`src/rtl/gpcb_pkg.sv`:
```
`timescale 1ns / 1ps
// ----------------------------------------------------------------------------
// gpcb_pkg: shared types for the grace-period callback table
// Request and result layouts, internal command codes and state encoding.
// ----------------------------------------------------------------------------
package gpcb_pkg;

  typedef enum logic [2:0] {
    FN_INIT    = 3'd0,
    FN_LOCK    = 3'd1,
    FN_UNLOCK  = 3'd2,
    FN_ENQ     = 3'd3,
    FN_FREE    = 3'd4,
    FN_PROCESS = 3'd5,
    FN_QUERY   = 3'd6
  } func_t;

  typedef enum logic [1:0] {
    RK_OK       = 2'd0,
    RK_REFUSE   = 2'd1,
    RK_DISPATCH = 2'd2
  } kind_t;

  typedef enum logic [2:0] {
    OP_INIT,
    OP_LOCK,
    OP_UNLOCK,
    OP_ENQ,
    OP_PROC,
    OP_OK,
    OP_REFUSE
  } op_t;

  typedef enum logic [2:0] {
    ST_IDLE,
    ST_SW_RD,
    ST_SW_CHK,
    ST_SW_EMIT,
    ST_RETRY,
    ST_CLOSE
  } state_t;

  typedef struct packed {
    logic [2:0]  func;
    logic [31:0] callback_handle;
    logic [63:0] callback_arg;
  } req_t;

  typedef struct packed {
    logic [1:0]  result_kind;
    logic [31:0] out_handle;
    logic [63:0] out_arg;
    logic        out_is_free;
    logic        last;
    logic [63:0] period_now;
    logic [15:0] nesting_now;
    logic [5:0]  pending_now;
    logic [31:0] periods_done;
    logic [31:0] queued_total;
    logic [31:0] invoked_total;
    logic [31:0] lock_total;
  } res_t;

  typedef struct packed {
    op_t         op;
    logic [31:0] tok;
    logic [63:0] arg;
    logic        is_free;
  } cmd_t;

  localparam logic [15:0] NEST_MAX = 16'hFFFF;

endpackage

```
`src/rtl/gpcb_front.sv`:
```
`timescale 1ns / 1ps
// ----------------------------------------------------------------------------
// gpcb_front: request classifier
// Turns each request into an internal command for the execution engine.
// ----------------------------------------------------------------------------
module gpcb_front (
  input  logic          in_push,
  input  gpcb_pkg::req_t in_data,
  output logic          in_full,
  output logic          cmd_push,
  output gpcb_pkg::cmd_t cmd_data,
  input  logic          cmd_full
);
  import gpcb_pkg::*;

  assign in_full  = cmd_full;
  assign cmd_push = in_push;

  always_comb begin
    cmd_data.tok     = in_data.callback_handle;
    cmd_data.arg     = in_data.callback_arg;
    cmd_data.is_free = 1'b0;
    case (in_data.func)
      FN_INIT:    cmd_data.op = OP_INIT;
      FN_LOCK:    cmd_data.op = OP_LOCK;
      FN_UNLOCK:  cmd_data.op = OP_UNLOCK;
      FN_ENQ:     cmd_data.op = (in_data.callback_handle == 32'd0) ? OP_REFUSE : OP_ENQ;
      FN_FREE: begin
        // A free request is stored with a null token; freeing null is a no-op.
        cmd_data.tok     = 32'd0;
        cmd_data.is_free = 1'b1;
        cmd_data.op      = (in_data.callback_arg == 64'd0) ? OP_OK : OP_ENQ;
      end
      FN_PROCESS: cmd_data.op = OP_PROC;
      FN_QUERY:   cmd_data.op = OP_OK;
      default:    cmd_data.op = OP_REFUSE;
    endcase
  end
endmodule

```
`config.mk`:
```
export PLATFORM = sky130hd
export DESIGN_NAME = gpcb_front
export DESIGN_NICKNAME = d
export VERILOG_FILES = /design/src/rtl/gpcb_pkg.sv /design/src/rtl/gpcb_front.sv
export SDC_FILE = /design/constraint.sdc
export NUM_CORES = 1
export LEC_CHECK = 0
export BUFFER_PORTS_ARGS = -buffer_cell sky130_fd_sc_hd__buf_2
export CORE_AREA = 5 5 76 78
export DETAILED_ROUTE_END_ITERATION = 12
export DIE_AREA = 0 0 81 83
export PLACE_DENSITY = 0.77
export SETUP_SLACK_MARGIN = 0.02
export SYNTH_ARGS = -nofsm -noshare
export SYNTH_HDL_FRONTEND = slang
export SYNTH_SLANG_ARGS = --single-unit
```
`constraint.sdc`:
```
create_clock -name vclk -period 1.4
set_input_delay 0.07 -clock vclk [all_inputs]
set_output_delay 0.07 -clock vclk [all_outputs]
set_load 0.01 [all_outputs]
```
Word-level counts from Yosys, hierarchy flattened
Index checks and enable logic that the tools add are counted.
{"block": "op_classes", "n_eq_ne": 6, "mux": 5, "n_reduce_logical": 3}
{"operator": "64-bit logical NOT", "n": 1}
{"operator": "32-bit logical NOT", "n": 1}
{"operator": "32-bit two-way mux", "n": 1}
{"operator": "3-bit one-hot mux with 7 select lines", "n": 1}
{"operator": "3-bit == test, second input constant", "n": 3}
{"operator": "3-bit by 2-bit == test with 1-bit output, second input constant", "n": 2}
{"operator": "3-bit two-way mux", "n": 2}
{"operator": "3-bit by 1-bit == test with 1-bit output, second input constant", "n": 1}
{"operator": "3-bit logical NOT", "n": 1}
{"operator": "1-bit two-way mux", "n": 1}
{"block": "word_totals", "ff_bits": 0, "inputBits": 101, "output_inout_bits": 102}

Depth between registers and ports, before layout
Gate-level depths: netlist of the first run.
{"block": "logic_depth", "ltp_word": 3, "depth_mapped": 5}

Least setup slack after synthesis of the first run
OpenSTA, ideal clock, no wires.
{"block": "synth_path", "path_type": "in2out", "from": "input in_data[75] (netlist bit)", "to": "output cmd_data[97] (netlist bit)", "arrival_time_ns": 1.029, "t_required_ns": 1.330, "path_slack_ns": 0.301, "stages": 4, "n_path_buf": 0, "cell_sequence": "or4_4 > nor3_2 > a31oi_1 > a21bo_1"}
{"item": "from (decl)", "line_no": "gpcb_front.sv:8", "rtl": "input gpcb_pkg::req_t in_data,"}
{"item": "to (decl)", "line_no": "gpcb_front.sv:11", "rtl": "output gpcb_pkg::cmd_t cmd_data,"}

==> impl_results.md, run 1 <==
- Status: finished clean
- Width of the die: 81 um
- Fmax: 737.0 MHz
- YS warnings: 0
- DRC Markers: 0
- Design Area, Final: 1809 um2
- Pwr dens: 314.7 nW/um2
- Site Rows: 26
- Crit path time final: 1357 ps
- Combinational Power Share: 100.0%
- Boundary pin count: 203
- Number of sequential cells: 0
- GRT Total Usage: 11.96%
- Layout cells sized above 1: 79.86%
- Sequential-to-total area share from yosys stat: 0%
- Hold Buf Count CTS: 0
- Sw Ratio: 50.65%
- Final nets: 381
- Fillers: 525
- Met3 usage: 1.840%
- Netlist cell types: 23
- Buffers on Ports: 199
- Met2 track demand over resource: 26.36%
- Synth Cell Area: 989.7 um2
- Psw: 0.2884 mW
- ANT cells: 0
- Commonest non-fill, non-tap cell in the layout: buf_2
- Routed Antenna Nets: 0
- HP Class: primary input to output port
- Leakage: 1.008 nW
- Setup TNS: 0 ps
- Core region area: 5010 um2
- Die H: 83 um
- WP data arrival: 1290 ps
- Final number of setup-violating endpoints: 0
- Largest net degree at the start of global routing: 20
- Area Overhead vs Synth: 82.81%
- Met1 Usage GRT: 11.50%
- Period utilization: 96.92%
- Critical Path End Type: output port
- HPWL after detailed placement: 4416 um
- Most frequent cells in the layout: buf_2 (190), nor2b_1 (31), nor4_2 (8), nor4_1 (8), buf_6 (8)
- Final Hold Vio Count: 0
- Slew Limit Fails: 0
- Clock share of power: 0%
- CP required: 1330 ps
- First-pass DRT Iterations: 4
- Post-Synthesis Cells: 143
- Internal: 0.2810 mW
- Initial DRC count: 8
- Sequential cell fraction of total power: 0%
- Global-route wire length before repair: 6762 um
- Syn_area_per_cell: 6.921 um2
- Worst slew pin tran: 313.4 ps
- Worst vdd rail ir drop: 0.0001922 V
- Wirelength per Cell: 14.04 um
- Initial Util: 19.76%
- Max-cap viol count: 0
- Routability Congestion: 0.8335
- FF/Latch Area: 0 um2
- Initial antenna violation count: 0
- DIE AREA: 6723 um2
- Vias per cell: 4.230
- Most used routing layer in global routing: met2
- Final WL: 4886 um
- Grt ovf: 0
- Setup CP Type: primary input to output port
- Clock buffer count: 0
- Setup bufs post-CTS: 0
- Worst Setup Start Kind: primary input
- Worst Path Max Fanout: 2
- Max_slew headroom: 78.91%
- Vias in the first global route: 1,557
- Unrepaired setup endpoints after global routing: true
- Post-Syn Nets: 244
- Vias: 1,472
- Placed Area: 1618 um2
-- power by group through the flow --
stage	logic, mW	registers [mW]	clock network (mW)
CTS	0.554	0	0
floorplan	0.308	0	0
finish	0.569	0	0
detailed placement	0.518	0	0
global placement	0.510	0	0
global route	0.614	0	0
-- stage by stage --
step | std cells | total power, mW | hold slack, ps | utilization [%] | worst slack, ps
after floorplan | 143 | 0.3077 | 231.8 | - | 300.9
after global placement | 350 | 0.5104 | 140.1 | 32.29 | -252.8
after detailed placement | 350 | 0.5176 | 140.1 | 32.29 | -221.9
after CTS | 348 | 0.5538 | 140.1 | 34.69 | 15.14
after global routing | 348 | 0.6139 | 140.1 | 36.11 | -23.98
final | 348 | 0.5693 | 140.0 | 36.11 | 43.18
-- critical path, cell delays in order --
cell	delay [ps]
buf_6	90
or4_4	530
nor3_4	190
a31oi_1	100
a21bo_1	180
buf_6	120
-- cell usage after synthesis --
cell type,n,area [um2]
nor4_1,22,137.6
and4_1,1,8.760
nor3_1,1,5.000
buf_4,66,495.5
nor2_2,1,6.260
nor2b_1,31,193.9
o21a_1,1,7.510
inv_1,1,3.750
nor3_2,1,10.01
nand4_1,4,25.02
a21bo_1,1,10.01
clkbuf_1,2,7.510
o21ai_1,1,5.000
a21o_1,1,7.510
nand2b_1,1,6.260
nor4b_1,1,8.760
or4_4,1,11.26
a31oi_1,1,6.260
and3_1,1,6.260
nand2_1,1,3.750
nor2b_2,1,8.760
buf_2,1,5.000
a41o_1,1,10.01
-- final timing paths --
check,depth (start not counted),start,slack (ps),to
setup / recovery,6,in_data[72],40,cmd_data[97]
hold / removal,0,in_push,140,cmd_push
-- logic make-up (layout without fill, tap and decap cells) --
group / after synthesis / after routing / share of synthesized area [%]
buffers and inverters: 70 / 205 / 51.71
AND/OR/NAND/NOR: 67 / 67 / 43.62
AO/OA/AOI/OAI: 6 / 6 / 4.678
-- metal layers --
layer,vias to the layer above,share of wire (%),wire [um]
li1,705,-,-
met1,649,32,1569
met2,118,55,2664
met3,0,13,652
met4,0,0,0
met5,-,0,0
-- area by class of cell --
cell class,count,area (um2),share of cell area [%]
timing repair buffer,204,1094,60.44
tap,70,87.58,4.841
inverter,1,3.754,0.2075
multi-input combinational,73,624.3,34.51
-- timing repair --
item / in CTS / in global routing
gates resized for setup: 21 / 11
pin swaps: 11 / 6
setup endpoints to repair: 3 / 3
Note: power is estimated with default switching activity, not from simulation.
==> run 2, diff against run 1 <==
PLACE_DENSITY = 0.79   (was 0.77)
clock period = 1.2 ns   (was 1.4 ns; I/O delays follow)
==> impl_results.md, run 2 (same netlist as run 1, synthesis figures left out) <==
- Status: complete, but fails checks (was finished clean)
- Placed Area: 1690 um2 (was 1618 um2)
- Final WL: 5176 um (was 4886 um)
- Number of sequential cells: 0 (unchanged)
- DRC Markers: 0 (unchanged)
- Total Power: 0.7004 mW (was 0.5693 mW)
- Worst slew pin tran: 295.6 ps (was 313.4 ps)
- Fillers: 538 (was 525)
- WP data arrival: 1360 ps (was 1290 ps)
- Multi-input logic area: 654.4 um2 (was 624.3 um2)
- Largest net degree at the start of global routing: 30 (was 20)
- Final Util: 38.49% (was 36.11%)
- Die H: 83 um (unchanged)
- Clock buffer count: 0 (unchanged)
- HP Class: primary input to output port (unchanged)
- Vias: 1,514 (was 1,472)
- Most frequent cells in the layout: buf_2 (188), nor2b_1 (31), buf_4 (13) (was buf_2 (190), nor2b_1 (31), nor4_2 (8), nor4_1 (8), buf_6 (8))
- Worst vdd rail ir drop: 0.0002199 V (was 0.0001922 V)
- Placement Setup Slack: -379.6 ps (was -221.9 ps)
- Routability Congestion: 0.8031 (was 0.8335)
- Core region area: 5010 um2 (unchanged)
- Initial Util: 19.76% (unchanged)
- Layout cells sized above 1: 81.18% (was 79.86%)
- Violated checks: negative setup slack
- Wirelength per Cell: 14.50 um (was 14.04 um)
- Initial antenna violation count: 0 (unchanged)
- Final number of setup-violating endpoints: 3 (was 0)
- Grt ovf: 0 (unchanged)
- Worst Setup Start Kind: primary input (unchanged)
- Commonest non-fill, non-tap cell in the layout: buf_2 (unchanged)
- Width of the die: 81 um (unchanged)
- Worst Path Max Fanout: 2 (unchanged)
- First-pass DRT Iterations: 4 (unchanged)
- Hold Buf Count CTS: 0 (unchanged)
- Global-route wire length before repair: 7258 um (was 6762 um)
- Final Hold Vio Count: 0 (unchanged)
- Fmax: 702.0 MHz
- FF/Latch Area: 0 um2 (unchanged)
- Critical Path End Type: output port (unchanged)
- DIE AREA: 6723 um2 (unchanged)
- Site Rows: 26 (unchanged)
- PnR worst setup slack: -224.5 ps (was 43.18 ps)
- Setup CP Type: primary input to output port (unchanged)
- ANT cells: 0 (unchanged)
- Routed Antenna Nets: 0 (unchanged)
- Slew Limit Fails: 0 (unchanged)
- Boundary pin count: 203 (unchanged)
- Pwr dens: 363.3 nW/um2 (was 314.7 nW/um2)
- Max-cap viol count: 0 (unchanged)
- Final nets: 390 (was 381)
- Period utilization: 118.7%
- Buffers on Ports: 199 (unchanged)
- Vias per cell: 4.241 (was 4.230)
- Leakage: 1.061 nW (was 1.008 nW)
- Crit path time final: 1424 ps
- GRT Total Usage: 13.01% (was 11.96%)
- Initial DRC count: 12 (was 8)
- Area Overhead vs Synth: 94.82% (was 82.81%)
- CP required: 1140 ps (was 1330 ps)
- Setup TNS: -527.5 ps (was 0 ps)
- Vias in the first global route: 1,581 (was 1,557)
- Max_slew headroom: 80.11% (was 78.91%)
- Design Area, Final: 1928 um2 (was 1809 um2)
- Unrepaired setup endpoints after global routing: true (unchanged)
- HPWL after detailed placement: 4581 um (was 4416 um)
-- run 2: changes by cell type in the layout (fill, tap and decap cells not counted), sizes merged --
cell / previous run / this run
buf: 204 / 213
-- run 2: path summary, 6_finish.rpt --
kind / depth (start not counted) / from / slack, ps / to
setup / recovery: 7 / in_data[29] / -220 / cmd_data[99]
hold / removal: 0 / in_push / 120 / cmd_push
-- run 2: power by group --
group          leakage [nW]  internal [mW]  switching, mW
sequential                0              0              0
clock                     0              0              0
combinational          1.06          0.352          0.348
total                  1.06          0.352          0.348
-- run 2: cell type report --
class | count | area share (%)
inverters | 1 | 0.1947
multi-input cells | 73 | 33.94
well taps | 70 | 4.543
repair buffers | 213 | 61.32
-- run 2: per-layer routing --
| layer | global-route usage [%] | part of all wire (%) | vias up | wire length [um] |
|---|---|---|---|---|
| li1 | - | - | 724 | - |
| met2 | 27.93 | 55 | 120 | 2855 |
| met1 | 12.53 | 31 | 668 | 1609 |
| met4 | 0.4608 | 0.31 | 0 | 16 |
| met5 | 0 | 0 | - | 0 |
| met3 | 2.706 | 13 | 2 | 696 |
-- run 2: repair_timing --
action                     in CTS  in global routing
setup buffers                   0                  0
setup endpoints to repair       3                  3
resized for setup              18                 21
pin swaps                       9                  8
-- run 2: critical path, cell delays in order --
cell and delay (ps):
buf_6 100, nor4_4 270, nand4_1 190, nor4_2 330, buf_4 160, a21o_1 120
buf_2 130
-- run 2: per-stage QoR --
stage	hold WS [ps]	std cells
floorplan	211.8	143
global placement	120.1	358
detailed placement	120.1	358
CTS	120.1	358
global route	120.1	357
finish	120.0	357
==> run 3, diff against run 2 <==
CAP_MARGIN = 20   (was not set)
CORE_AREA = 2 2 80 82   (was 5 5 76 78)
DIE_AREA = 0 0 82 84   (was 0 0 81 83)
PLACE_DENSITY = 0.56   (was 0.79)
==> impl_results.md, run 3 (same netlist as run 1, synthesis figures left out) <==
- Status: complete, but fails checks (unchanged)
- Violated checks: negative setup slack (unchanged)
- Vias per cell: 4.141 (was 4.241)
- Number of sequential cells: 0 (unchanged)
- Placed Area: 1789 um2 (was 1690 um2)
- Die H: 84 um (was 83 um)
- GRT Total Usage: 10.68% (was 13.01%)
- FF/Latch Area: 0 um2 (unchanged)
- Clock buffer count: 0 (unchanged)
- HPWL after detailed placement: 4108 um (was 4581 um)
- Routed Antenna Nets: 0 (unchanged)
- Crit path time final: 1375 ps (was 1424 ps)
- Dpl cells: 377 (was 358)
- Layout Cells excl Fill: 377 (was 357)
- Setup bufs post-CTS: 0 (unchanged)
- Worst path cell trace: buf_6 > nor4_4 > nand4_1 > nor4_2 > buf_4 > a21o_1 > buf_2 (unchanged)
- Core region area: 6096 um2 (was 5010 um2)
- ANT cells: 0 (unchanged)
- HP Class: primary input to output port (unchanged)
- DIE AREA: 6888 um2 (was 6723 um2)
- Design Area, Final: 1984 um2 (was 1928 um2)
- Commonest non-fill, non-tap cell in the layout: buf_2 (unchanged)
- Critical Path End Type: output port (unchanged)
- PnR worst setup slack: -175.1 ps (was -224.5 ps)
- Worst vdd rail ir drop: 0.0001520 V (was 0.0002199 V)
- CP max stage cell: nor4_2 (unchanged)
- Site Rows: 29 (was 26)
- DRC Markers: 0 (unchanged)
- Vias: 1,561 (was 1,514)
- Final Hold Vio Count: 0 (unchanged)
- Largest net degree at the start of global routing: 34 (was 30)
- Final WL: 4432 um (was 5176 um)
- Hold Path Sink: in_full (was cmd_push)
- Initial DRC count: 3 (was 12)
- Buffers on Ports: 199 (unchanged)
- First-pass DRT Iterations: 4 (unchanged)
- CP required: 1140 ps (about the same)
- Grt ovf: 0 (unchanged)
- Most frequent cells in the layout: buf_2 (188), nor2b_1 (31), buf_4 (26) (was buf_2 (188), nor2b_1 (31), buf_4 (13))
- Width of the die: 82 um (was 81 um)
- Unrepaired setup endpoints after global routing: true (unchanged)
- Worst slew pin tran: 302.6 ps (was 295.6 ps)
- Wirelength per Cell: 11.76 um (was 14.50 um)
- Global-route wire length before repair: 6023 um (was 7258 um)
- Max_slew headroom: 79.64% (was 80.11%)
- Worst Setup Start Kind: primary input (unchanged)
- Routability Congestion: 0.7124 (was 0.8031)
- WP data arrival: 1320 ps (was 1360 ps)
- Pwr dens: 357.3 nW/um2 (was 363.3 nW/um2)
- Layout cells sized above 1: 81.33% (was 81.18%)
- Vias in the first global route: 1,338 (was 1,581)
- Boundary pin count: 203 (unchanged)
- Fmax: 727.2 MHz (was 702.0 MHz)
- Initial Util: 16.24% (was 19.76%)
- CP max stage delay: 330 ps (about the same)
- Slew Limit Fails: 0 (unchanged)
- Leakage: 1.117 nW (was 1.061 nW)
- Initial antenna violation count: 0 (unchanged)
- Hold Buf Count CTS: 0 (unchanged)
- Final nets: 403 (was 390)
- Final number of setup-violating endpoints: 3 (unchanged)
- Hold Crit Start: cmd_full (was in_push)
- Setup CP Type: primary input to output port (unchanged)
- Max-cap viol count: 0 (unchanged)
- Period utilization: 114.6% (was 118.7%)
- Hold Crit Depth: 0 (unchanged)
- Worst Path Max Fanout: 2 (unchanged)
- Area Overhead vs Synth: 100.5% (was 94.82%)
-- run 3: routing by layer --
metal | routed length (um) | vias to the layer above | track usage [%] | share of wire (%)
met2 | 2385 | 113 | 21.88 | 54
li1 | - | 756 | - | -
met1 | 1483 | 688 | 11.83 | 33
met3 | 526 | 4 | 0.8658 | 12
met5 | 0 | - | 0 | 0
met4 | 36 | 0 | 0.7576 | 0.81
-- run 3: layout make-up --
cell class | count | area (um2)
fillers | 671 | 4111
repair buffers | 226 | 1280
multi-input cells | 73 | 604.3
well taps | 77 | 96.34
inverters | 1 | 3.754
-- run 3: stage by stage --
| stage | setup TNS, ps | util [%] | power, mW | setup WS (ps) | hold slack (ps) |
|---|---|---|---|---|---|
| 2_1_floorplan | 0 | - | 0.3590 | 120.9 | 211.8 |
| 3_3_place_gp | -695.3 | 29.35 | 0.6504 | -246.6 | 120.2 |
| 3_5_place_dp | -798.3 | 29.35 | 0.6551 | -297.9 | 120.2 |
| 4_1_cts | -570.8 | 31.32 | 0.6918 | -200.4 | 120.2 |
| 5_1_grt | -685.6 | 32.55 | 0.7724 | -240.9 | 120.0 |
| 6_report | -481.2 | 32.55 | 0.7090 | -175.1 | 120.0 |
-- run 3: critical path, delay by kind of cell --
kind,cells,cell delay [ps]
AOI/OAI and AO/OA,1,100
and+or+nand+nor,3,770
buffers and inverters,3,390
-- run 3: worst max path at each step --
| stage | slack, ps | cells after the start | end | start |
|---|---|---|---|---|
| finish | -180 | 7 | cmd_data[99] | in_data[61] |
| global route | -240 | 7 | cmd_data[99] | in_data[2] |
| CTS | -200 | 7 | cmd_data[99] | in_data[61] |
| detailed placement | -300 | 7 | cmd_data[99] | in_data[6] |
| global placement | -250 | 7 | cmd_data[99] | in_data[12] |
| floorplan | 120 | 4 | cmd_data[97] | in_data[75] |
-- run 3: where the power goes --
group	internal, mW	switching [mW]	leakage, nW
combinational	0.376	0.333	1.12
sequential	0	0	0
clock	0	0	0
total	0.376	0.333	1.12
-- run 3: repair_timing --
action / in CTS / in global routing
pin swaps: 10 / 11
resized for setup: 18 / 13
endpoints found under the setup margin: 3 / 3
