<file path="src/rtl/gpcb_fifo.sv">
`timescale 1ns / 1ps
// ----------------------------------------------------------------------------
// gpcb_fifo: two-entry queue
// Decouples the command and result sides; full and empty are decoded from a registered count.
// ----------------------------------------------------------------------------
module gpcb_fifo #(
  parameter int WIDTH = 8
) (
  input  logic             clk,
  input  logic             rst_n,
  input  logic             push,
  input  logic [WIDTH-1:0] wdata,
  output logic             full,
  input  logic             pop,
  output logic [WIDTH-1:0] rdata,
  output logic             empty
);
  logic [WIDTH-1:0] mem_r [2];
  logic             wp_r, wp_nxt, rp_r, rp_nxt;
  logic [1:0]       cnt_r, cnt_nxt;
  logic             do_push, do_pop;

  assign full    = (cnt_r == 2'd2);
  assign empty   = (cnt_r == 2'd0);
  assign do_push = push && !full;
  assign do_pop  = pop && !empty;
  assign rdata   = mem_r[rp_r];

  always_comb begin
    wp_nxt  = wp_r ^ do_push;
    rp_nxt  = rp_r ^ do_pop;
    cnt_nxt = cnt_r + {1'b0, do_push} - {1'b0, do_pop};
  end

  always_ff @(posedge clk) begin
    if (!rst_n) begin
      wp_r  <= 1'b0;
      rp_r  <= 1'b0;
      cnt_r <= 2'd0;
    end else begin
      wp_r  <= wp_nxt;
      rp_r  <= rp_nxt;
      cnt_r <= cnt_nxt;
    end
  end

  always_ff @(posedge clk) begin
    if (do_push) begin
      mem_r[wp_r] <= wdata;
    end
  end
endmodule

</file>
<file path="config.mk">
export PLATFORM = sky130hd
export DESIGN_NAME = gpcb_fifo
export DESIGN_NICKNAME = d
export VERILOG_FILES = /design/src/rtl/gpcb_fifo.sv
export SDC_FILE = /design/constraint.sdc
export NUM_CORES = 1
export LEC_CHECK = 0
export BUFFER_PORTS_ARGS = -buffer_cell sky130_fd_sc_hd__buf_4
export CAP_MARGIN = 20
export CORE_ASPECT_RATIO = 1.2
export CORE_MARGIN = 1.5
export CORE_UTILIZATION = 48
export CTS_BUF_LIST = sky130_fd_sc_hd__clkbuf_2 sky130_fd_sc_hd__clkbuf_4 sky130_fd_sc_hd__clkbuf_8
export CTS_CLUSTER_DIAMETER = 30
export DETAILED_ROUTE_END_ITERATION = 8
export GPL_TIMING_DRIVEN = 0
export PLACE_DENSITY_LB_ADDON = 0.15
export SETUP_SLACK_MARGIN = 0.1
export SYNTH_ARGS = -nofsm -noshare
export SYNTH_HDL_FRONTEND = slang
export SYNTH_SLANG_ARGS = --single-unit
</file>
<file path="constraint.sdc">
create_clock -name clk -period 1.6 [get_ports clk]
set_clock_uncertainty 0.1 [all_clocks]
set_input_delay 0.16 -clock clk [delete_from_list [all_inputs] [get_ports clk]]
set_output_delay 0.16 -clock clk [all_outputs]
set_load 0.05 [all_outputs]
</file>
Word-level counts from Yosys, hierarchy flattened
Memories as Yosys holds them, arrays and structs flattened. A register that Yosys moved wholly into a read port is not among the register bits.
Cells that the tools add are included.

storage, ports and cells
  register bits = 4
  bits in latches = 0
  memory bits (writable) = 16
  bits in read-only memories = 0
  input bits = 12
  output and inout port bits = 10
  word-level logic and storage cells = 17
  memories = 1

cells by class
  add/sub/neg operators = 2
  multiply operators = 0
  divide/modulo/power cells = 0
  magnitude comparators = 0
  equal/unequal tests = 1
  shift-type cells = 0
  mux-type cells = 3
  bitwise operators = 2
  reduce and logical (&&, ||, !) cells = 5

memories
  memory  words  bits a word  read ports  clocked after memory_dff  write ports  RTL line  RTL
  mem_r   2      8            1           1                         1            18        logic [WIDTH-1:0] mem_r [2];

operators with widths
  kind                  number
  $mux W1               3
  $add A2 B1 Y2         1
  $eq A2 B2 Y1 const B  1
  $logic_and A1 B1 Y1   2
  $logic_not A1 Y1      2
  $logic_not A2 Y1      1
  $sub A2 B1 Y2         1
  $xor A1 B1 Y1         2

Longest topological paths before layout
Gate-level depths: netlist of the first run.

  depth after elaboration = 5
  mapped depth = 7
  gate-level depth less buffers = 7

Worst setup path before layout of the first run
Ideal clock, no wire load.

  path type = register to register
  start = register cnt_r[1]
  end = register cnt_r[1]
  setup time = 0.062 ns
  arrival time = 1.347 ns
  data required time = 1.438 ns
  path slack = 0.091 ns
  cell stages (with the launch flop) = 8
  path buffers = 0
  cell sequence = dfxtp_1 or2b_1 nand2_1 ha_1 inv_1 ha_1 xnor3_1 nor2b_2

on the way
  word-level cells in the longest chain between the ends = 5
  elaborated cells on any way between the ends = 8
  those cells by class = 2 x add/sub; 1 x eq/ne; 5 x reduce/logical

RTL lines
  what                      RTL line  RTL
  start: declaration        20        logic [1:0] cnt_r, cnt_nxt;
  start signal: assignment  43        cnt_r <= cnt_nxt;
  $eq A2 B2 Y1              23        assign full = (cnt_r == 2'd2);
  $logic_not A1 Y1          25        assign do_push = push && !full;
  $logic_and A1 B1 Y1       25
  $add A2 B1 Y2             32        cnt_nxt = cnt_r + {1'b0, do_push} - {1'b0, do_pop};
  $sub A2 B1 Y2 (*)         32

Mark *: on every way between the ends. The rest lies on a longest branch, timed or not.
A chain may end at the register's enable or synchronous reset.

Final worst setup path of the first run
Ends and elaborated chain as after synthesis.

==> impl_metrics.yaml, run 1 <==
outcome:
  status: "finished clean"
clock_network:
  cts_tree: "done"
  clk_pin_slew_worst_paths_ns: 0.11
  cts_max_level: 1
  clock-sinks: 21
  numCtsBuffers: 3
  clockBufferDepth: 2
  root_buffer: "clkbuf_4"
  insertion_delay_ns: 0.29
worst_setup_path:
  crit_chain: "or2b_1 > nand2_1 > ha_1 > inv_1 > ha_1 > xnor3_1 > nor2b_2"
  r2r_start: "cnt_r[1]"
  cp_max_fo: 3
  cpMostUsedCell: "ha_1"
  critPathArrivalTime_ns: 1.70
  crit_buf_inv: 1
  crit_path_top_delay_cell: "dfxtp_2"
  cp_top_family: "simple AND/OR/NAND/NOR gates"
  path_class: "reg2reg"
  crit_required_ns: 1.74
  cp-start-kind: "register"
  rrSetupSlack_ns: 0.04
  ff2ff_path_depth: 7
  cp-end-kind: "register"
  rr_endpoint: "cnt_r[1]"
  cp_slowest_stage_delay_ns: 0.35
cells_and_area:
  design_area_um2: 1269
  n_antenna_cell: 0
  finalCoreUtilization_pct: 77.29
  nets: 103
  layout-drive-gt1-share_pct: 50.00
  final-seq-area_um2: 584.3
  multiInputGateArea_um2: 277.8
  n_fill_cell: 101
  finalNonFillerCells: 104
  area_delta_synth_final_pct: 51.12
global_routing:
  grt_max_degree: 13
  overflow: 0
  grt_pass1_vias: 497
  grt_pass1_wl_um: 2014
  grt_antenna_before_repair: 0
  track_usage_pct: 14.49
yosys:
  synth_compound_area_share_pct: 0.8942
  synth_top_family_by_area: "multiplexers"
  syn_avg_cell_area_um2: 16.79
  synth.area.top_cells: "edfxtp_1 57%, dfxtp_1 12%, mux2_2 11%"
  synth_xor_xnor_area_share_pct: 2.683
  syn_inst: 50
  synth_mux_area_share_pct: 13.11
  yosys.cell_types.count: 16
  yosysTopAreaCell: "edfxtp_1"
  synth.cell_area_um2: 839.6
  yosysTopAreaCellShare_pct: 57.23
  synth_fp_nets: 66
  ys_ff_latch: 21
  ys_seq_area_share_pct: 69.15
  yosys_warnings: 0
  synth_fa_ha_area_share_pct: 5.961
  synthSimpleGateAreaFrac_pct: 6.259
power_and_ir_drop:
  intPower_mw: 1.280
  powerDensity_nw_per_um2: 1574
  p_sw_share_pct: 35.89
  pwr-share-comb_pct: 50.6
  seq_power_share_pct: 37.3
  finalPower_mw: 1.997
  p_leak_nw: 0.5318
  irDropWorstVdd_mv: 1.138
  power_frac_clock_pct: 12.1
  net-switching-power_mw: 0.7166
min_path:
  min-delay-start: "pop"
  holdCritPathClass: "in2reg"
  min_path_cells: 3
detailed_routing:
  drt-initial-drc-count: 10
  wl_met2_um: 731
  vias_per_cell: 4.769
  top_layer: "met3"
  drc_errors: 0
  wirelength_um: 1283
  wl_met3_um: 40
  drtAntennaViolNets: 0
  vias: 496
  route.layer.met1.wl_um: 511
  drtPass1Iterations: 2
  routedWlPerCell_um: 12.34
timing:
  finalSetupTns_ns: 0
  period_needed_ns: 1.557
  post-route-period-util_pct: 97.33
  hold_violations: 0
  setup_viol: 0
  finalMaxSlewViolations: 0
  rsz0062_at_grt: "true"
  fmax_mhz: 642.2
  worst_pin_slew_ns: 0.2064
  slew_headroom_pct: 86.24
job:
  maxCapViolCount: 0
floorplan:
  core_area_um2: 1642
  initial_core_util_pct: 51.14
  die_x_um: 41.18
  num_rows: 16
  die_height_um: 48.82
  io_pins: 22
  dieArea_um2: 2010
place:
  dpl.hpwl_um: 889.2
  dp.cells: 89
  gp_congestion: 0.6163
  numPortBuffers: 21
  post_dp_cell_area_um2: 1021
==> routing by layer <==
layer,vias up,global-route usage (%)
li1,251,-
met1,234,17.78
met2,11,25.00
met3,0,1.370
met4,0,4.839
met5,-,0
==> synthesized netlist by cell type <==
cell      number
edfxtp_1      16
mux2_2         8
dfxtp_1        5
ha_1           4
inv_1          3
and2_1         2
mux2i_1        2
nand2_1        2
buf_2          1
nand2b_1       1
nor2_1         1
nor2b_1        1
nor2b_2        1
o21a_1         1
or2b_1         1
xnor3_1        1
==> layout by cell type, fill, tap and decap left out <==
cell	instances
ha_2	2
buf_8	10
dfxtp_1	2
inv_2	1
clkbuf_4	3
ha_1	2
nand2b_1	1
and2_1	2
or2b_1	1
xnor3_1	1
inv_1	2
buf_4	14
o21a_1	1
nor2b_1	1
edfxtp_1	16
nand2_1	2
dlygate4sd3_1	9
dfxtp_2	3
nor2b_2	1
mux2_4	8
clkinv_2	1
mux2i_1	2
nor2_1	1
==> power by group through the flow <==
| stage | clock network [mW] | registers [mW] | logic [mW] |
|---|---|---|---|
| 2_1_floorplan | 0 | 0.740 | 0.589 |
| 5_1_grt | 0.273 | 0.754 | 1.07 |
| 4_1_cts | 0.250 | 0.743 | 0.905 |
| 6_report | 0.242 | 0.745 | 1.01 |
| 3_5_place_dp | 0 | 0.752 | 0.778 |
| 3_3_place_gp | 0 | 0.747 | 0.775 |
==> worst register-to-register path, cell delays in order, from the launching register on <==
cell     delay, ns
dfxtp_2       0.35
or2b_1        0.25
nand2_1       0.07
ha_1          0.21
inv_1         0.06
ha_1          0.14
xnor3_1       0.22
nor2b_2       0.10
==> repair_timing <==
action                     CTS  global route
gates resized for setup     17            17
hold endpoints to repair    17             0
cloned                       0             0
buffers inserted             2             0
hold buffers                 9             0
setup endpoints to repair   26            11
pin swaps                    1             2
==> kinds of logic (layout without fill, tap and decap cells) <==
| logic type | Yosys count | count (layout) |
|---|---|---|
| AO/OA/AOI/OAI | 1 | 1 |
| XOR/XNOR | 1 | 1 |
| adder cells (fa/ha/maj) | 4 | 4 |
| buffers and inverters | 4 | 40 |
| flip-flops | 21 | 21 |
| multiplexers | 10 | 10 |
| AND/OR/NAND/NOR | 9 | 9 |
==> through the flow <==
step                worst slack, ns  hold slack, ns
global placement            0.04376          0.2454
detailed placement          0.04525          0.2501
CTS                         0.04732          0.1604
finish                      0.04277          0.1561
global route               -0.07996          0.1668
floorplan                    0.1073          0.1589
==> registers in the layout, summed over array words and instances, names as in the netlist, named ones only <==
signal  flops
cnt_r       2
mem_r      16
wp_r        1
rp_r        1
==> cell type report <==
class                           instances  area share [%]
Clock inverter                          1          0.3945
Multi-Input combinational cell         25           21.89
Buffer                                  1           1.183
Timing Repair Buffer                   32           26.04
Inverter                                3          0.8876
Tap cell                               18           1.775
Sequential cell                        21           46.06
Clock buffer                            3           1.775
==> how the worst max path moves through the flow <==
stage	startpoint	cells after the start	slack [ns]	endpoint
finish	cnt_r[1]	7	0.04	cnt_r[1]
global route	cnt_r[1]	7	-0.08	cnt_r[1]
CTS	cnt_r[1]	7	0.05	cnt_r[1]
detailed placement	cnt_r[1]	7	0.05	cnt_r[1]
global placement	cnt_r[1]	7	0.04	cnt_r[1]
floorplan	cnt_r[1]	7	0.11	cnt_r[1]
No activity file was read; power rests on OpenSTA's default activity.
==> run 2: changes to the inputs <==
- RECOVER_POWER: unset -> 50
==> run 2 against run 1 <==
  * Combinational power about the same
  * Sequential share of layout area grew 0.091 points
  * Largest cell class unchanged
  * Flip-flop and latch count did not move
  * Final area is 0.20% lower
  * Setup slack about the same
  * Sequential power is essentially flat
  * Total power fell by 0.63%
  * Register-to-register slack about the same
  * Die area did not move
==> impl_metrics.yaml, run 2 (synthesis results as in run 1) <==
outcome:
  status: "finished clean"
cells_and_area:
  area_delta_synth_final_pct: 50.82
  largest_reg_flops: 16
  layout-drive-gt1-share_pct: 50.00
  top_regs: "mem_r: 16 flops, cnt_r: 2 flops"
  final_common_cell: "edfxtp_1"
  n_antenna_cell: 0
  nets: 103
  regMostFlops: "mem_r"
  design_area_um2: 1266
  layout_common_cells: "16 x edfxtp_1, 11 x clkbuf_4, 10 x buf_8"
min_path:
  min-delay-start: "pop"
  holdCritPathClass: "in2reg"
floorplan:
  core_area_um2: 1642
  num_rows: 16
  io_pins: 22
  die_height_um: 48.82
  dieArea_um2: 2010
  initial_core_util_pct: 51.14
  die_x_um: 41.18
worst_setup_path:
  cp-start-kind: "register"
  r2r_start: "cnt_r[1]"
  crit_chain: "or2b_1 > nand2_1 > ha_1 > inv_1 > ha_1 > xnor3_1 > nor2b_2"
  cpMostUsedCell: "ha_1"
  critPathArrivalTime_ns: 1.70
  cp_slowest_stage_delay_ns: 0.35
  path_class: "reg2reg"
  cp-end-kind: "register"
  crit_path_top_delay_cell: "dfxtp_2"
  crit_required_ns: 1.74
  cp_top_family: "simple AND/OR/NAND/NOR gates"
  cp_max_fo: 3
  crit_buf_inv: 1
  critPathLaunch: "cnt_r[1]"
timing:
  finalMaxSlewViolations: 0
  setup_viol: 0
  holdWs_ns: 0.1577
  slew_headroom_pct: 81.82
  rsz0062_at_grt: "true"
  post-route-period-util_pct: 97.35
  worst_pin_slew_ns: 0.2739
  period_needed_ns: 1.558
  fmax_mhz: 642.0
  hold_violations: 0
clock_network:
  clock-sinks: 21
  root_buffer: "clkbuf_4"
  cts_tree: "done"
  clockBufferDepth: 2
  cts_max_level: 1
  insertion_delay_ns: 0.29
  clk_pin_slew_worst_paths_ns: 0.11
  numCtsBuffers: 3
power_and_ir_drop:
  finalPower_mw: 1.984
  p_sw_share_pct: 36.04
  pwr-share-comb_pct: 50.3
  power_frac_clock_pct: 12.1
  p_leak_nw: 0.5295
  irDropWorstVdd_mv: 1.113
  net-switching-power_mw: 0.7152
  powerDensity_nw_per_um2: 1567
  intPower_mw: 1.269
  seq_power_share_pct: 37.5
global_routing:
  grt_antenna_before_repair: 0
  track_usage_pct: 14.49
  grt_pass1_vias: 497
  grt_pass1_wl_um: 2014
  grt_max_degree: 13
  overflow: 0
detailed_routing:
  drc_errors: 0
  drtPass1Iterations: 4
  drtAntennaViolNets: 0
  vias: 501
  routedWlPerCell_um: 12.26
  vias_per_cell: 4.817
  wirelength_um: 1275
  drt-initial-drc-count: 12
place:
  post_dp_cell_area_um2: 1021
  dpl.hpwl_um: 889.2
  gp_congestion: 0.6163
  numPortBuffers: 21
job:
  maxCapViolCount: 0
-- run 2: cell count changes in the layout (fill, tap and decap cells not counted) --
cell / delta
clkbuf_2: +1
buf_4: -9
clkbuf_4: +8
-- run 2: metal layers --
| layer | part of all wire (%) | track usage (%) |
|---|---|---|
| met1 | 40 | 17.78 |
| met2 | 57 | 25.00 |
| met3 | 3.3 | 1.370 |
| met4 | 0 | 4.839 |
| met5 | 0 | 0 |
-- run 2: metrics by stage --
stage,util (%),worst slack [ns],setup TNS (ns),std cells
after floorplan,-,0.1073,0,50
after global placement,62.20,0.04376,0,89
after detailed placement,62.20,0.04525,0,89
after CTS,73.63,0.04732,0,104
after global routing,77.13,-0.07996,-0.07996,104
final,77.13,0.04239,0,104
-- run 2: timing repair --
action | CTS | global route
hold endpoints to repair | 17 | 0
hold buffers | 9 | 0
pin swaps | 1 | 2
buffers inserted | 2 | 0
gates resized for setup | 17 | 17
endpoints found under the setup margin | 26 | 11
-- run 2: path summary, 6_finish.rpt --
path,slack (ns),cells after the start,to
max reg2reg,0.04,7,cnt_r[1]
max,0.04,7,cnt_r[1]
min,0.16,3,register
min reg2reg,0.39,2,register
-- run 2: layout make-up --
type | count | area (um^2)
Fill cell | 102 | 375.4
Sequential cell | 21 | 584.3
Timing Repair Buffer | 32 | 327.8
Inverter | 3 | 11.26
Clock inverter | 1 | 5.005
Clock buffer | 3 | 22.52
Buffer | 1 | 15.01
Tap cell | 18 | 22.52
Multi-Input combinational cell | 25 | 277.8
-- run 2: power by group through the flow --
stage | registers (mW) | clock network (mW) | logic, mW
6_report | 0.745 | 0.240 | 0.999
5_1_grt | 0.754 | 0.273 | 1.06
4_1_cts | 0.743 | 0.250 | 0.905
3_5_place_dp | 0.752 | 0 | 0.778
3_3_place_gp | 0.747 | 0 | 0.775
2_1_floorplan | 0.740 | 0 | 0.589
-- run 2: worst reg2reg max path, cell delays in order, from the launching register on --
cell and delay [ns]:
dfxtp_2 0.35, or2b_1 0.26, nand2_1 0.07, ha_1 0.21
inv_1 0.06, ha_1 0.14, xnor3_1 0.22, nor2b_2 0.10
==> run 3: changes to the inputs <==
- REMOVE_ABC_BUFFERS: unset -> 1
==> run 3 against run 2 <==
  * Routed wire length increased by 9.6%
  * Count of clock-buffer cells in the layout stayed put
  * Die area unchanged
  * Flip-flop and latch count did not move
  * Highest routed layer unchanged
==> impl_metrics.yaml, run 3 (synthesis results as in run 1) <==
worst_setup_path:
  crit_chain: "or2b_1 > nand2_2 > ha_4 > inv_2 > ha_4 > xnor3_1 > nor2b_2"
  cp_slowest_stage_delay_ns: 0.35
  crit_required_ns: 1.73
  crit_path_top_delay_cell: "dfxtp_2"
  rrSetupSlack_ns: 0.04
  rr_endpoint: "cnt_r[1]"
  critPathArrivalTime_ns: 1.70
  crit_buf_inv: 1
  r2r_start: "cnt_r[1]"
  path_class: "reg2reg"
  cpMostUsedCell: "ha_4"
  cp_top_family: "simple AND/OR/NAND/NOR gates"
  cp-end-kind: "register"
  ff2ff_path_depth: 7
  cp_max_fo: 3
  cp-start-kind: "register"
timing:
  finalMaxSlewViolations: 0
  slew_headroom_pct: 85.99
  period_needed_ns: 1.562
  fmax_mhz: 640.4
  worst_pin_slew_ns: 0.2102
  hold_violations: 0
  post-route-period-util_pct: 97.60
  rsz0062_at_grt: "true"
  finalSetupTns_ns: 0
  setup_viol: 0
floorplan:
  initial_core_util_pct: 51.14
  die_x_um: 41.18
  num_rows: 16
  core_area_um2: 1642
  io_pins: 22
  dieArea_um2: 2010
  die_height_um: 48.82
power_and_ir_drop:
  seq_power_share_pct: 38.4
  power_frac_clock_pct: 11.8
  irDropWorstVdd_mv: 1.417
  intPower_mw: 1.292
  powerDensity_nw_per_um2: 1587
  p_leak_nw: 0.5192
  p_sw_share_pct: 36.61
  net-switching-power_mw: 0.7461
  pwr-share-comb_pct: 49.7
  finalPower_mw: 2.038
global_routing:
  overflow: 0
  track_usage_pct: 16.92
  grt_pass1_vias: 561
  grt_pass1_wl_um: 2352
  grt_antenna_before_repair: 0
  grt_max_degree: 13
cells_and_area:
  area_delta_synth_final_pct: 52.91
  top_regs: "mem_r: 16 flops, cnt_r: 2 flops"
  largest_reg_flops: 16
  nets: 103
  layout_common_cells: "16 x edfxtp_1, 9 x clkbuf_4, 9 x dlygate4sd3_1, 9 x buf_8, 8 x mux2_4"
  finalNonFillerCells: 104
  layout-drive-gt1-share_pct: 52.33
  regMostFlops: "mem_r"
  design_area_um2: 1284
  n_antenna_cell: 0
  final_common_cell: "edfxtp_1"
  n_fill_cell: 100
detailed_routing:
  drt-initial-drc-count: 1
  drc_errors: 0
  drtPass1Iterations: 3
  vias: 509
  drtAntennaViolNets: 0
  vias_per_cell: 4.894
  routedWlPerCell_um: 13.44
  wirelength_um: 1398
job:
  maxCapViolCount: 0
clock_network:
  numCtsBuffers: 3
  clock-sinks: 21
  clk_pin_slew_worst_paths_ns: 0.11
  insertion_delay_ns: 0.29
  cts_max_level: 1
  clockBufferDepth: 2
  cts_tree: "done"
  root_buffer: "clkbuf_4"
place:
  dpl.hpwl_um: 969.9
  gp_congestion: 0.6263
  dp.cells: 88
  post_dp_cell_area_um2: 1015
  numPortBuffers: 21
min_path:
  holdPathEnd: "wp_r"
  holdCritPathClass: "in2reg"
  min_path_cells: 4
  min-delay-start: "push"
outcome:
  status: "finished clean"
run 3: power groups by stage:
stage	Sequential, mW	Clock [mW]	Combinational, mW
2_1_floorplan	0.754	0	0.568
3_3_place_gp	0.768	0	0.742
3_5_place_dp	0.774	0	0.756
4_1_cts	0.778	0.255	0.969
5_1_grt	0.797	0.271	1.09
6_report	0.784	0.241	1.01
run 3: worst max path at each step:
stage / start / endpoint / cells past startpoint / slack (ns)
6_report: cnt_r[1] / cnt_r[1] / 7 / 0.04
5_1_grt: cnt_r[0] / cnt_r[1] / 7 / -0.03
4_1_cts: cnt_r[1] / cnt_r[1] / 7 / -0.001
3_5_place_dp: cnt_r[1] / cnt_r[1] / 7 / -0.02
3_3_place_gp: cnt_r[1] / cnt_r[1] / 7 / 0.03
2_1_floorplan: cnt_r[1] / cnt_r[1] / 7 / 0.09
run 3: final cells by class:
cell class | instances | area (um^2) | area share (%)
Sequential cell | 21 | 586.8 | 45.71
Timing Repair Buffer | 33 | 330.3 | 25.73
Multi-Input combinational cell | 25 | 305.3 | 23.78
Clock buffer | 3 | 22.52 | 1.754
Tap cell | 18 | 22.52 | 1.754
Inverter | 3 | 11.26 | 0.8772
Clock inverter | 1 | 5.005 | 0.3899
run 3: timing repair:
| action | 4_1_cts | 5_1_grt |
|---|---|---|
| setup buffers | 3 | 1 |
| hold endpoints to repair | 17 | 0 |
| pin swaps | 1 | 1 |
| hold buffers | 9 | 0 |
| endpoints found under the setup margin | 26 | 11 |
| resized for setup | 31 | 7 |
run 3: per-stage QoR:
| step | setup slack, ns | utilization [%] | hold slack [ns] |
|---|---|---|---|
| after floorplan | 0.09148 | - | 0.1589 |
| after CTS | -0.001364 | 76.68 | 0.1795 |
| after detailed placement | -0.02060 | 61.81 | 0.2491 |
| after global placement | 0.03203 | 61.81 | 0.2455 |
| final | 0.03841 | 78.20 | 0.2254 |
| after global routing | -0.02987 | 78.20 | 0.2585 |
run 3: layer usage:
| layer | up-vias | track usage, % | wire [um] |
|---|---|---|---|
| met3 | 0 | 1.370 | 35 |
| met2 | 15 | 31.77 | 813 |
| met5 | - | 0 | 0 |
| met1 | 241 | 18.24 | 550 |
| li1 | 253 | - | - |
| met4 | 0 | 4.839 | 0 |
run 3: tightest hold or removal path, cell delays in order:
cell and delay [ns]:
buf_4 0.09, and2_1 0.14, ha_2 0.15, nor2b_1 0.04
